===== src/rtl/core/rtd_pkg.sv =====
package rtd_pkg;

    // field widths
    localparam int BYTE_W   = 8;
    localparam int CNT_W    = 7;
    localparam int TOTAL_W  = 16;
    localparam int CFG_W    = 16;

    // packet length counter width (8 to 32)
    localparam int LEN_BITS = 16;
    localparam int CMP_W    = ((LEN_BITS > CFG_W) ? LEN_BITS : CFG_W) + 1;

    // tag byte layout: top bit flags a run, the rest is the count
    localparam int          RUN_BIT    = BYTE_W - 1;
    localparam logic [CNT_W-1:0] COUNT_MASK = {CNT_W{1'b1}};

    // result queue
    localparam int QDEPTH = 4;
    localparam int QIDX_W = $clog2(QDEPTH);
    localparam int QCNT_W = $clog2(QDEPTH + 1);

    typedef enum logic [1:0] {
        KIND_DATA = 2'd0,
        KIND_OK   = 2'd1,
        KIND_ERR  = 2'd2
    } t_kind;

    typedef enum logic [1:0] {
        PH_TAG     = 2'd0,
        PH_RUNVAL  = 2'd1,
        PH_LIT     = 2'd2,
        PH_DISCARD = 2'd3
    } t_phase;

    typedef struct packed {
        t_kind              kind;
        logic [BYTE_W-1:0]  out_byte;
        logic [CNT_W-1:0]   repeat_res;
        logic [TOTAL_W-1:0] total_len;
        logic               last;
    } t_res;

    // up to two results written into the queue in one cycle
    typedef struct packed {
        logic [1:0] num;
        t_res       res0;
        t_res       res1;
    } t_push;

    function automatic t_res mk_data(input logic [BYTE_W-1:0] b,
                                     input logic [CNT_W-1:0] rep);
        t_res r;
        r.kind       = KIND_DATA;
        r.out_byte   = b;
        r.repeat_res = rep;
        r.total_len  = '0;
        r.last       = 1'b0;
        return r;
    endfunction

    function automatic t_res mk_ok(input logic [LEN_BITS-1:0] len);
        t_res r;
        r.kind       = KIND_OK;
        r.out_byte   = '0;
        r.repeat_res = '0;
        r.total_len  = TOTAL_W'(len);
        r.last       = 1'b1;
        return r;
    endfunction

    function automatic t_res mk_err();
        t_res r;
        r.kind       = KIND_ERR;
        r.out_byte   = '0;
        r.repeat_res = '0;
        r.total_len  = '0;
        r.last       = 1'b1;
        return r;
    endfunction

endpackage


===== src/rtl/core/rtd_if.sv =====
// compressed byte channel
interface rtd_in_if import rtd_pkg::*; ();
    logic              valid;
    logic              ready;
    logic [BYTE_W-1:0] in_byte;
    logic              end_of_packet;

    modport source(output valid, output in_byte, output end_of_packet, input ready);
    modport sink(input valid, input in_byte, input end_of_packet, output ready);
endinterface

// decoded item channel
interface rtd_out_if import rtd_pkg::*; ();
    logic               valid;
    logic               ready;
    logic [1:0]         kind;
    logic [BYTE_W-1:0]  out_byte;
    logic [CNT_W-1:0]   repeat_res;
    logic [TOTAL_W-1:0] total_len;
    logic               last;

    modport source(output valid, output kind, output out_byte, output repeat_res,
                   output total_len, output last, input ready);
    modport sink(input valid, input kind, input out_byte, input repeat_res,
                 input total_len, input last, output ready);
endinterface


===== src/rtl/core/rtd_decode.sv =====
module rtd_decode import rtd_pkg::*; (
    input  logic              i_clk,
    input  logic              i_rst_n,
    input  logic              i_in_valid,
    input  logic [BYTE_W-1:0] i_in_byte,
    input  logic              i_in_eop,
    output logic              o_in_ready,
    input  logic [CFG_W-1:0]  i_max_len,
    input  logic              i_room2,
    output t_push             o_push
);

    logic              r_in_valid;
    logic [BYTE_W-1:0] r_in_byte;
    logic              r_in_eop;
    t_phase            r_phase,   n_phase;
    logic [CNT_W-1:0]  r_pend,    n_pend;
    logic [LEN_BITS-1:0] r_wlen,  n_wlen;

    logic              fire;
    logic [CNT_W-1:0]  tag_cnt;
    logic [CNT_W-1:0]  chk_cnt;
    logic [CMP_W-1:0]  sum;
    logic              too_long;
    logic [LEN_BITS-1:0] wlen_add;
    logic [CNT_W-1:0]  pend_dec;
    t_push             push;

    // the held byte is decoded once the queue has room for two results
    assign fire       = r_in_valid && i_room2;
    assign o_in_ready = !r_in_valid || i_room2;

    // input register
    always_ff @(posedge i_clk) begin
        if (!i_rst_n) begin
            r_in_valid <= 1'b0;
        end else if (o_in_ready) begin
            r_in_valid <= i_in_valid;
        end
        if (o_in_ready && i_in_valid) begin
            r_in_byte <= i_in_byte;
            r_in_eop  <= i_in_eop;
        end
    end

    // limit check: literal count at the tag, run count at the value byte
    assign tag_cnt  = r_in_byte[CNT_W-1:0] & COUNT_MASK;
    assign chk_cnt  = (r_phase == PH_TAG) ? tag_cnt : r_pend;
    assign sum      = CMP_W'(r_wlen) + CMP_W'(chk_cnt);
    assign too_long = sum > CMP_W'(i_max_len);
    assign wlen_add = r_wlen + LEN_BITS'((r_phase == PH_LIT) ? CNT_W'(1) : r_pend);
    assign pend_dec = r_pend - CNT_W'(1);

    // next state and results
    always_comb begin
        n_phase   = r_phase;
        n_pend    = r_pend;
        n_wlen    = r_wlen;
        push.num  = 2'd0;
        push.res0 = mk_err();
        push.res1 = mk_err();
        unique case (r_phase)
            PH_TAG: begin
                if (r_in_byte[RUN_BIT]) begin
                    if (r_in_eop) begin
                        push.num = 2'd1;
                        n_pend   = '0;
                        n_wlen   = '0;
                    end else begin
                        n_pend  = tag_cnt;
                        n_phase = PH_RUNVAL;
                    end
                end else if (tag_cnt == '0) begin
                    if (r_in_eop) begin
                        push.num  = 2'd1;
                        push.res0 = mk_ok(r_wlen);
                        n_pend    = '0;
                        n_wlen    = '0;
                    end
                end else if (r_in_eop || too_long) begin
                    push.num = 2'd1;
                    n_pend   = '0;
                    n_wlen   = '0;
                    n_phase  = r_in_eop ? PH_TAG : PH_DISCARD;
                end else begin
                    n_pend  = tag_cnt;
                    n_phase = PH_LIT;
                end
            end
            PH_RUNVAL: begin
                n_pend  = '0;
                n_phase = PH_TAG;
                if (r_pend == '0) begin
                    if (r_in_eop) begin
                        push.num  = 2'd1;
                        push.res0 = mk_ok(r_wlen);
                        n_wlen    = '0;
                    end
                end else if (too_long) begin
                    push.num = 2'd1;
                    n_wlen   = '0;
                    n_phase  = r_in_eop ? PH_TAG : PH_DISCARD;
                end else begin
                    push.res0 = mk_data(r_in_byte, r_pend);
                    if (r_in_eop) begin
                        push.num  = 2'd2;
                        push.res1 = mk_ok(wlen_add);
                        n_wlen    = '0;
                    end else begin
                        push.num = 2'd1;
                        n_wlen   = wlen_add;
                    end
                end
            end
            PH_LIT: begin
                push.res0 = mk_data(r_in_byte, CNT_W'(1));
                if (r_in_eop) begin
                    push.num = 2'd2;
                    n_pend   = '0;
                    n_wlen   = '0;
                    n_phase  = PH_TAG;
                    // span complete closes ok, otherwise truncated
                    push.res1 = (pend_dec == '0) ? mk_ok(wlen_add) : mk_err();
                end else begin
                    push.num = 2'd1;
                    n_wlen   = wlen_add;
                    n_pend   = pend_dec;
                    if (pend_dec == '0) begin
                        n_phase = PH_TAG;
                    end
                end
            end
            PH_DISCARD: begin
                if (r_in_eop) begin
                    n_phase = PH_TAG;
                    n_pend  = '0;
                    n_wlen  = '0;
                end
            end
            default: begin
                n_phase = PH_TAG;
            end
        endcase
    end

    always_comb begin
        o_push     = push;
        o_push.num = fire ? push.num : 2'd0;
    end

    // decoder state
    always_ff @(posedge i_clk) begin
        if (!i_rst_n) begin
            r_phase <= PH_TAG;
            r_pend  <= '0;
            r_wlen  <= '0;
        end else if (fire) begin
            r_phase <= n_phase;
            r_pend  <= n_pend;
            r_wlen  <= n_wlen;
        end
    end

`ifndef ASSERT_OFF
    // discarded bytes give nothing
    a_discard_silent: assert property (@(posedge i_clk) disable iff (!i_rst_n)
        (r_phase == PH_DISCARD) |-> (o_push.num == 2'd0))
        else $error("result produced while discarding");
    // a second result always closes the packet
    a_second_is_end: assert property (@(posedge i_clk) disable iff (!i_rst_n)
        (o_push.num == 2'd2) |-> (o_push.res1.last && r_in_eop))
        else $error("second result is not an end item");
    // a literal span is only open with bytes still due
    a_lit_pending: assert property (@(posedge i_clk) disable iff (!i_rst_n)
        (r_phase == PH_LIT) |-> (r_pend != '0))
        else $error("literal phase with nothing pending");
`endif

endmodule


===== src/rtl/core/rtd_res_fifo.sv =====
module rtd_res_fifo import rtd_pkg::*; (
    input  logic  i_clk,
    input  logic  i_rst_n,
    input  t_push i_push,
    output logic  o_room2,
    output logic  o_valid,
    input  logic  i_ready,
    output t_res  o_res
);

    t_res              r_mem [QDEPTH];
    logic [QIDX_W-1:0] r_wr, r_rd;
    logic [QCNT_W-1:0] r_cnt;
    logic              pop;

    assign o_valid = (r_cnt != '0);
    assign pop     = o_valid && i_ready;
    assign o_room2 = (r_cnt <= QCNT_W'(QDEPTH - 2));
    assign o_res   = r_mem[r_rd];

    // storage: one or two writes, one read per cycle
    always_ff @(posedge i_clk) begin
        if (i_push.num != 2'd0) begin
            r_mem[r_wr] <= i_push.res0;
        end
        if (i_push.num == 2'd2) begin
            r_mem[r_wr + QIDX_W'(1)] <= i_push.res1;
        end
    end

    // pointers and fill count
    always_ff @(posedge i_clk) begin
        if (!i_rst_n) begin
            r_wr  <= '0;
            r_rd  <= '0;
            r_cnt <= '0;
        end else begin
            r_wr  <= r_wr + QIDX_W'(i_push.num);
            if (pop) begin
                r_rd <= r_rd + QIDX_W'(1);
            end
            r_cnt <= r_cnt + QCNT_W'(i_push.num) - QCNT_W'(pop);
        end
    end

`ifndef ASSERT_OFF
    a_no_overflow: assert property (@(posedge i_clk) disable iff (!i_rst_n)
        r_cnt <= QCNT_W'(QDEPTH))
        else $error("result queue overflow");
    a_push_fits: assert property (@(posedge i_clk) disable iff (!i_rst_n)
        (i_push.num != 2'd0) |-> o_room2)
        else $error("push without room");
    a_push_legal: assert property (@(posedge i_clk) disable iff (!i_rst_n)
        i_push.num != 2'd3)
        else $error("illegal push count");
`endif

endmodule


===== src/rtl/core/rle_tag_stream_decoder.sv =====
// Run-length decoder for tagged compressed packets.
// i_in carries one compressed byte per transfer with end_of_packet on the
// last byte of a packet. o_out carries decoded items: data items (a byte and
// a repeat count of 1 for literals, 1 to 127 for runs, expanded downstream)
// and one end item per packet, ok with the decompressed length or error.
// i_cfg_we / i_cfg_wdata set the per-packet output length limit; write it
// only while no packet is in flight.
// A byte taken on i_in passes the input register, then the result queue,
// before its first item shows on o_out. Throughput is one byte per cycle
// while the queue has room for two items; a byte that yields two items (data
// plus end) is absorbed by a four-entry result queue. i_in.ready is low only
// while the queue cannot take two more items.
// Reset clears the decoder to expect a tag, zeroes the length count,
// empties the queue and sets the limit to 65535. A stalled receiver holds
// o_out steady; the queue then fills and backpressures i_in.
module rle_tag_stream_decoder import rtd_pkg::*; (
    input  logic             i_clk,
    input  logic             i_rst_n,
    input  logic             i_cfg_we,
    input  logic [CFG_W-1:0] i_cfg_wdata,
    rtd_in_if.sink           i_in,
    rtd_out_if.source        o_out
);

    logic [CFG_W-1:0] r_max_len;
    t_push            push;
    logic             room2;
    t_res             res;

    // length limit register
    always_ff @(posedge i_clk) begin
        if (!i_rst_n) begin
            r_max_len <= {CFG_W{1'b1}};
        end else if (i_cfg_we) begin
            r_max_len <= i_cfg_wdata;
        end
    end

    rtd_decode u_decode (
        .i_clk      (i_clk),
        .i_rst_n    (i_rst_n),
        .i_in_valid (i_in.valid),
        .i_in_byte  (i_in.in_byte),
        .i_in_eop   (i_in.end_of_packet),
        .o_in_ready (i_in.ready),
        .i_max_len  (r_max_len),
        .i_room2    (room2),
        .o_push     (push)
    );

    rtd_res_fifo u_fifo (
        .i_clk   (i_clk),
        .i_rst_n (i_rst_n),
        .i_push  (push),
        .o_room2 (room2),
        .o_valid (o_out.valid),
        .i_ready (o_out.ready),
        .o_res   (res)
    );

    // output payload
    assign o_out.kind       = res.kind;
    assign o_out.out_byte   = res.out_byte;
    assign o_out.repeat_res = res.repeat_res;
    assign o_out.total_len  = res.total_len;
    assign o_out.last       = res.last;

endmodule

===== src/flat_wrapper.sv =====
// flat-port wrapper written by rule: the top's interface ports become plain ports
module rle_tag_stream_decoder_flat import rtd_pkg::*;
  (i_clk, i_rst_n, i_cfg_we, i_cfg_wdata, i_in_valid, i_in_in_byte, i_in_end_of_packet, i_in_ready, o_out_valid, o_out_kind, o_out_out_byte, o_out_repeat_res, o_out_total_len, o_out_last, o_out_ready);
  rtd_in_if i_in_i ();
  rtd_out_if o_out_i ();
  input  logic i_clk;
  input  logic i_rst_n;
  input  logic i_cfg_we;
  input  logic [CFG_W-1:0] i_cfg_wdata;
  input wire logic [$bits(i_in_i.valid)-1:0] i_in_valid;
  input wire logic [$bits(i_in_i.in_byte)-1:0] i_in_in_byte;
  input wire logic [$bits(i_in_i.end_of_packet)-1:0] i_in_end_of_packet;
  output wire logic [$bits(i_in_i.ready)-1:0] i_in_ready;
  output wire logic [$bits(o_out_i.valid)-1:0] o_out_valid;
  output wire logic [$bits(o_out_i.kind)-1:0] o_out_kind;
  output wire logic [$bits(o_out_i.out_byte)-1:0] o_out_out_byte;
  output wire logic [$bits(o_out_i.repeat_res)-1:0] o_out_repeat_res;
  output wire logic [$bits(o_out_i.total_len)-1:0] o_out_total_len;
  output wire logic [$bits(o_out_i.last)-1:0] o_out_last;
  input wire logic [$bits(o_out_i.ready)-1:0] o_out_ready;
  assign i_in_i.valid = i_in_valid;
  assign i_in_i.in_byte = i_in_in_byte;
  assign i_in_i.end_of_packet = i_in_end_of_packet;
  assign i_in_ready = i_in_i.ready;
  assign o_out_valid = o_out_i.valid;
  assign o_out_kind = o_out_i.kind;
  assign o_out_out_byte = o_out_i.out_byte;
  assign o_out_repeat_res = o_out_i.repeat_res;
  assign o_out_total_len = o_out_i.total_len;
  assign o_out_last = o_out_i.last;
  assign o_out_i.ready = o_out_ready;
  rle_tag_stream_decoder u_core (.i_clk(i_clk), .i_rst_n(i_rst_n), .i_cfg_we(i_cfg_we), .i_cfg_wdata(i_cfg_wdata), .i_in(i_in_i), .o_out(o_out_i));
endmodule

===== config.mk =====
export PLATFORM = sky130hd
export DESIGN_NAME = rle_tag_stream_decoder_flat
export DESIGN_NICKNAME = d
export VERILOG_FILES = /design/src/rtl/core/rtd_pkg.sv /design/src/rtl/core/rtd_if.sv /design/src/rtl/core/rtd_decode.sv /design/src/rtl/core/rtd_res_fifo.sv /design/src/rtl/core/rle_tag_stream_decoder.sv /design/src/flat_wrapper.sv
export SDC_FILE = /design/constraint.sdc
export NUM_CORES = 1
export LEC_CHECK = 0
export BUFFER_PORTS_ARGS = -buffer_cell sky130_fd_sc_hd__clkbuf_2
export CAP_MARGIN = 0
export CORE_AREA = 2 2 180 182
export DETAILED_ROUTE_END_ITERATION = 7
export DIE_AREA = 0 0 182 184
export GPL_ROUTABILITY_DRIVEN = 0
export HOLD_SLACK_MARGIN = 0.05
export PLACE_DENSITY = 0.58
export RECOVER_POWER = 25
export SLEW_MARGIN = 20
export SYNTH_ARGS = -nofsm -noshare
export SYNTH_HDL_FRONTEND = slang
export SYNTH_SLANG_ARGS = --single-unit

===== constraint.sdc =====
create_clock -name i_clk -period 15.7 [get_ports i_clk]
set_clock_uncertainty 0.1 [all_clocks]
set_input_delay 1.57 -clock i_clk [delete_from_list [all_inputs] [get_ports i_clk]]
set_output_delay 1.57 -clock i_clk [all_outputs]
set_load 0.005 [all_outputs]

==> results of run 1 <==
## power by group
| part | internal, mW | switching (mW) |
|---|---|---|
| Combinational | 0.126 | 0.163 |
| Sequential | 0.562 | 0.0259 |
| Clock | 0.232 | 0.228 |
## worst min path at each step
stage / from / slack, ns / endpoint
floorplan: u_core.u_fifo.r_mem[1][18]$_SDFFE_PP0N_ / 0.33 / u_core.u_fifo.r_mem[1][18]$_SDFFE_PP0N_
global placement: u_core.u_fifo.r_mem[1][22]$_SDFFE_PP0N_ / 0.34 / u_core.u_fifo.r_mem[1][22]$_SDFFE_PP0N_
detailed placement: u_core.u_fifo.r_mem[1][20]$_SDFFE_PP0N_ / 0.34 / u_core.u_fifo.r_mem[1][20]$_SDFFE_PP0N_
CTS: u_core.u_fifo.r_mem[1][20]$_SDFFE_PP0N_ / 0.35 / u_core.u_fifo.r_mem[1][20]$_SDFFE_PP0N_
global route: u_core.u_fifo.r_mem[2][19]$_SDFFE_PP0P_ / 0.38 / u_core.u_fifo.r_mem[2][19]$_SDFFE_PP0P_
finish: u_core.u_fifo.r_mem[1][20]$_SDFFE_PP0N_ / 0.36 / u_core.u_fifo.r_mem[1][20]$_SDFFE_PP0N_
## critical path, delay by kind of cell, from the launching register on
family / cells / cell delay, ns
AO/OA/AOI/OAI: 8 / 2.00
XOR/XNOR: 1 / 0.18
adder cells (fa/ha/maj): 3 / 0.87
buffers and inverters: 3 / 1.26
flip-flops: 1 / 0.37
AND/OR/NAND/NOR: 7 / 3.02
## cell type report
type	instances	area (um2)	area share (%)
clock buffers	17	425	3.53
inverters	36	135	1.12
repair buffers	74	353	2.93
flip-flops and latches	196	4740	39.3
multi-input cells	798	5720	47.4
clock inverters	15	191	1.59
well taps	402	503	4.17
## cells by family (layout without fill, tap and decap cells)
group                      Yosys count  in the layout
AOI/OAI and AO/OA                  283            283
xor gates and xnor gates            28             28
adders and majority gates           46             46
buffers and inverters              104            142
DFF                                196            196
muxes                               73             73
and+or+nand+nor                    368            368
## sequential cells by signal (all words and copies together) (netlist names), named ones only
signal / cells
u_core.u_fifo.r_rd: 2
u_core.u_fifo.r_mem: 136
u_core.u_decode.r_in_valid: 1
u_core.u_decode.r_phase: 2
u_core.u_decode.r_in_eop: 1
u_core.r_max_len: 16
u_core.u_decode.r_in_byte: 8
u_core.u_fifo.r_cnt: 3
u_core.u_decode.r_wlen: 16
u_core.u_fifo.r_wr: 2
u_core.u_decode.r_pend: 7
## cells in the mapped netlist (27+ instances only)
| library cell | count |
|---|---|
| ha_1 | 43 |
| and2_1 | 27 |
| clkbuf_1 | 33 |
| nand2_1 | 130 |
| mux2i_1 | 34 |
| a21o_1 | 34 |
| edfxtp_1 | 81 |
| dfxtp_1 | 115 |
| a21oi_1 | 75 |
| o21ai_0 | 28 |
| nand3_1 | 28 |
| inv_1 | 34 |
| mux4_2 | 34 |
| nor2_1 | 89 |
## through the flow
stage / setup WS, ns / utilization, % / power (mW) / area [um2]
3_3_place_gp: 8.67 / 36.6 / 0.890 / 11500
2_1_floorplan: 9.52 / - / 0.793 / 10900
3_5_place_dp: 8.49 / 36.6 / 0.893 / 11500
6_report: 7.50 / 38.4 / 1.34 / 12100
5_1_grt: 6.62 / 38.4 / 1.40 / 12100
4_1_cts: 8.41 / 38.5 / 1.35 / 12100
## layer usage
layer,GRT usage (%),up-vias
li1,-,4104
met1,26.9,4133
met2,29.3,303
met3,2.73,36
met4,4.97,0
met5,0,-
==> metrics.md, run 1 <==
| Metric | Value |
|---|---|
| Total CTS buffers | `17` |
| Most common cell after layout, fill and taps aside | `nand2_1` |
| Tmin final | `8.20 ns` |
| Uppermost layer routed | `met4` |
| Largest net degree at the start of global routing | `36` |
| Slowest stage delay, CP | `0.99 ns` |
| Drc violations | `0` |
| Critical path required time | `15.67 ns` |
| Max Freq | `122 MHz` |
| Crit. End Element | `flop` |
| Post-synthesis xor/xnor area fraction | `2.25%` |
| Fillers | `3,146` |
| Worst Setup SP | `u_core.u_decode.r_phase[1]$_SDFFE_PN0P_` |
| Initial Util | `34.7%` |
| Slew Limit Fails | `71` |
| Final #Nets | `1,199` |
| Wl on met1 | `14.6 mm` |
| Post-CTS Setup Bufs | `0` |
| Vias in the first global route | `8,339` |
| Max_cap viols | `2` |
| Share of flip-flops with an asynchronous set or reset | `0%` |
| Worst min-delay path class | `reg -> reg` |
| Crit path capture | `u_core.u_fifo.r_mem[3][33]$_DFFE_PP_` |
| DRT Wirelength | `30.9 mm` |
| Core area | `31,400 um2` |
| DRT iter0 DRCs | `709` |
| Worst Hold Slack | `0.355 ns` |
| Via count | `8,576` |
| Die span in x | `182 um` |
| Seq cells post-synth | `196` |
| Placed cell count | `1,506` |
| Top cell type by total area after synthesis | `edfxtp_1` |
| Post-synthesis compound-gate area fraction | `18.0%` |
| Number of antenna violations at the first check in global routing | `0` |
| CTS Root Cell | `clkbuf_16` |
| Die area | `33,500 um2` |
| Worst Path Arrival | `8.18 ns` |
| CTS tree | `yes` |
| Ys Warns | `0` |
| Clk buf depth | `2` |
| Syn nets | `1,174` |
| Ports | `66` |
| Share of cells above drive strength 1 | `13.1%` |
| Simple-Gate Fraction of Synth Area | `15.9%` |
| CTS sink cnt | `196` |
| Met2 wire length | `13.8 mm` |
| WS Path Type | `reg -> reg` |
| Layout area overhead | `10.8%` |
| Drt first pass iters | `6` |
| Rel. slew slack | `-73.2%` |
| Leak pwr | `4.64 nW` |
| Yosys top cell area share | `22.3%` |
| Post-synth top flop | `dfxtp_1` |
| Worst setup SP type | `flop` |
| Cell count after synthesis | `1,098` |
| CP cell instances | `inv_1, ha_1, clkbuf_1, o21ai_0, ha_1, a21o_1, a21oi_1, o21bai_1, a21oi_1, o21ai_0, nand3_1, xnor2_1, ha_1, nand4_1, nor4_1, nand4_1, o21ai_0, a21o_1, inv_2, nor3_1, nand2_1, nand2_1` |
| Adder-cell share of the synthesized area | `5.49%` |
| Dpl hpwl | `21.8 mm` |
| # diodes | `0` |
| Clock-pin slew on the worst setup and hold paths | `0.07 ns` |
| Die Y-Extent | `184 um` |
| R2R cell count | `22` |
| Number of distinct library cells after synthesis | `76` |
| Grt ovf | `0` |
| Slew at the pin closest to its max-slew limit | `2.60 ns` |
| Violated checks | `capacitance limit, slew limit` |
| Status | `finished with violations` |
| ANT nets after route | `0` |
| Resized cells post-CTS | `0` |
| Clk_lat worst skew | `0.45 ns` |
| WL/cell | `20.1 um` |
| Critical-path top delay cell | `nor4_1` |
| Site row count | `65` |
| RSZ-0062 raised after global routing | `no` |
| Main combinational cell family by area after synthesis | `compound AO/OA/AOI/OAI gates` |
| Max H-tree Level | `4` |
| RR Startpoint | `u_core.u_decode.r_phase[1]$_SDFFE_PN0P_` |
| Vias per cell | `5.58` |
| Reg2reg end | `u_core.u_fifo.r_mem[3][33]$_DFFE_PP_` |
| Critical path peak fanout | `28` |
| Reg-to-reg slack, setup | `7.50 ns` |
| Fin cells | `1,538` |
| Gr usage total | `18.7%` |
| Synth area leaders | `edfxtp_1 22%, dfxtp_1 21%, mux4_2 7.0%` |
| Met3 WL | `1.94 mm` |
| Mux share of post-synthesis cell area | `10.7%` |
| Number of port buffers | `65` |
| Post-synth EDFFs | `81` |
| Synth Cell Area | `10,900 um2` |
| Syn Area/Cell | `9.92 um2` |
| Setup violators final | `0` |
| Most frequent cells in the layout | `130 x nand2_1, 114 x dfxtp_1, 89 x nor2_1` |
| PwrDens | `111 nW/um2` |
| Worst VDD drop | `0.0000720 V` |
| Final period util | `52.3%` |
| First-pass GRT wire length | `48.5 mm` |
| CTS hold repair buffers | `0` |
| Final hold viol count | `0` |
| Sequential area share after synthesis | `43.5%` |
| TNS Setup | `0 ns` |
| Hold path cells | `2` |
Note: power is estimated with default switching activity, not from simulation.
==> run 2: changes to the inputs <==
Clock period 15.7 ns to 8.4 ns, I/O delays scaled along.
==> metrics.md, run 2 (synthesized netlist as in run 1, its figures left out) <==
| Metric | Value |
|---|---|
| Worst hold start | `u_core.u_fifo.r_mem[2][19]$_SDFFE_PP0P_` |
| CTS hold repair buffers | `0` |
| Fillers | `3,128` |
| Rel. slew slack | `-36.6%` |
| Clk buf depth | `2` |
| Largest net degree at the start of global routing | `36` |
| Vias per cell | `5.59` |
| Worst Setup SP | `u_core.u_decode.r_phase[0]$_SDFFE_PN0P_` |
| Final worst setup slack | `1.63 ns` |
| Dpl cell area | `11,500 um2` |
| Crit. End Element | `flop` |
| Max H-tree Level | `4` |
| Post-route cell area | `12,000 um2` |
| Clock-pin slew on the worst setup and hold paths | `0.07 ns` |
| Ports | `66` |
| Largest register by flop count | `u_core.u_fifo.r_mem` |
| DRT iter0 DRCs | `847` |
| Final hold viol count | `0` |
| Total CTS buffers | `17` |
| Max_cap viols | `2` |
| Slew at the pin closest to its max-slew limit | `2.05 ns` |
| Final #Nets | `1,202` |
| Slowest stage delay, CP | `0.75 ns` |
| Post-CTS Setup Bufs | `0` |
| Gr usage total | `18.7%` |
| Leak pwr | `4.63 nW` |
| Final period util | `80.6%` |
| Dpl hpwl | `21.6 mm` |
| PwrDens | `203 nW/um2` |
| Worst Path Arrival | `6.74 ns` |
| ANT nets after route | `0` |
| Layout area overhead | `10.6%` |
| Most common cell after layout, fill and taps aside | `nand2_1` |
| Critical path required time | `8.37 ns` |
| Largest register FFs | `136` |
| Most frequent cells in the layout | `130 x nand2_1, 114 x dfxtp_1, 89 x nor2_1` |
| Slew Limit Fails | `71` |
| Setup violators final | `0` |
| Clk_lat worst skew | `0.45 ns` |
| CTS Root Cell | `clkbuf_16` |
| RSZ-0062 raised after global routing | `no` |
| Worst Path Buf+Inv | `4` |
| Critical-path top delay cell | `nand2_1` |
| CTS sink cnt | `196` |
| Critical path peak fanout | `28` |
| Grt ovf | `0` |
| WL/cell | `20.0 um` |
| Max Freq | `148 MHz` |
| Share of cells above drive strength 1 | `13.3%` |
| Initial Util | `34.7%` |
| Drt first pass iters | `5` |
| Die Y-Extent | `184 um` |
| Violated checks | `capacitance limit, slew limit` |
| Worst setup SP type | `flop` |
| CP delay by family, top | `simple AND/OR/NAND/NOR gates` |
| Tmin final | `6.77 ns` |
| Core area | `31,400 um2` |
| # diodes | `0` |
| Via count | `8,608` |
| Most frequent CP cell | `ha_1` |
| Drc violations | `0` |
| Worst Hold Slack | `0.353 ns` |
| Resized cells post-CTS | `0` |
| Number of antenna violations at the first check in global routing | `0` |
| Largest regs | `u_core.u_fifo.r_mem x136, u_core.r_max_len x16, u_core.u_decode.r_wlen x16` |
| Number of port buffers | `65` |
| Pre-CTS WS | `1.75 ns` |
| Worst min-delay path class | `reg -> reg` |
| Worst VDD drop | `0.000140 V` |
| Site row count | `65` |
| WS Path Type | `reg -> reg` |
| RR Startpoint | `u_core.u_decode.r_phase[0]$_SDFFE_PN0P_` |
| First-pass GRT wire length | `48.4 mm` |
| CP cell instances | `inv_1, ha_1, buf_4, mux2_2, ha_1, a21oi_1, o21bai_1, a21oi_1, o21ai_0, nand3_1, xnor2_1, ha_1, nand4_1, nor4_1, buf_4, nand4_1, o21ai_0, a21o_1, inv_2, nor3_1, nand2_1, nand2_1` |
| Vias in the first global route | `8,221` |
| Status | `finished with violations` |
| TNS Setup | `0 ns` |
| Die area | `33,500 um2` |
| CTS tree | `yes` |
| Die span in x | `182 um` |
| DRT Wirelength | `30.7 mm` |
[run 2: cell types whose count changed in the layout (fill, tap and decap cells not counted), sizes merged]
| cell | before | now |
|---|---|---|
| buf | 6 | 13 |
| bufinv | 1 | 0 |
| clkbuf | 85 | 81 |
| inv | 44 | 45 |
[run 2: area by class of cell]
| class | instances | area, um2 | share of cell area, % |
|---|---|---|---|
| timing repair buffer | 77 | 379 | 3.15 |
| clock buffer | 17 | 425 | 3.53 |
| inverter | 36 | 135 | 1.12 |
| multi-input combinational | 798 | 5720 | 47.5 |
| tap | 402 | 503 | 4.18 |
| sequential | 196 | 4740 | 39.3 |
| clock inverter | 15 | 150 | 1.25 |
[run 2: per-layer routing]
metal  wire length (um)  vias to the layer above  GRT usage (%)
li1                   -                     4109              -
met1              14800                     4116           27.9
met2              13400                      343           27.8
met3               1940                       40           2.81
met4                593                        0           5.71
met5                  0                        -              0
[run 2: through the flow]
| stage | power, mW | util [%] | instances |
|---|---|---|---|
| 6_report | 2.44 | 38.4 | 1541 |
| 5_1_grt | 2.56 | 38.4 | 1541 |
| 4_1_cts | 2.47 | 38.5 | 1541 |
| 3_5_place_dp | 1.66 | 36.6 | 1509 |
| 3_3_place_gp | 1.66 | 36.6 | 1509 |
| 2_1_floorplan | 1.48 | - | 1098 |
[run 2: final timing paths]
kind | endpoint | slack [ns] | depth (start not counted)
worst max-delay path | u_core.u_fifo.r_mem[1][6]$_DFFE_PP_ | 1.63 | 22
worst max register to register | u_core.u_fifo.r_mem[1][6]$_DFFE_PP_ | 1.63 | 22
worst min register to register | u_core.u_fifo.r_mem[2][19]$_SDFFE_PP0P_ | 0.35 | 2
worst min-delay path | u_core.u_fifo.r_mem[2][19]$_SDFFE_PP0P_ | 0.35 | 2
[run 2: where the power goes]
| group | internal, mW | switching, mW |
|---|---|---|
| combinational | 0.234 | 0.289 |
| clock | 0.397 | 0.411 |
| sequential | 1.05 | 0.0618 |
[run 2: worst min-delay path, stage by stage, from the launching register on]
cell,delay [ns]
dfxtp_1,0.31
nand2_1,0.05
a21oi_1,0.05
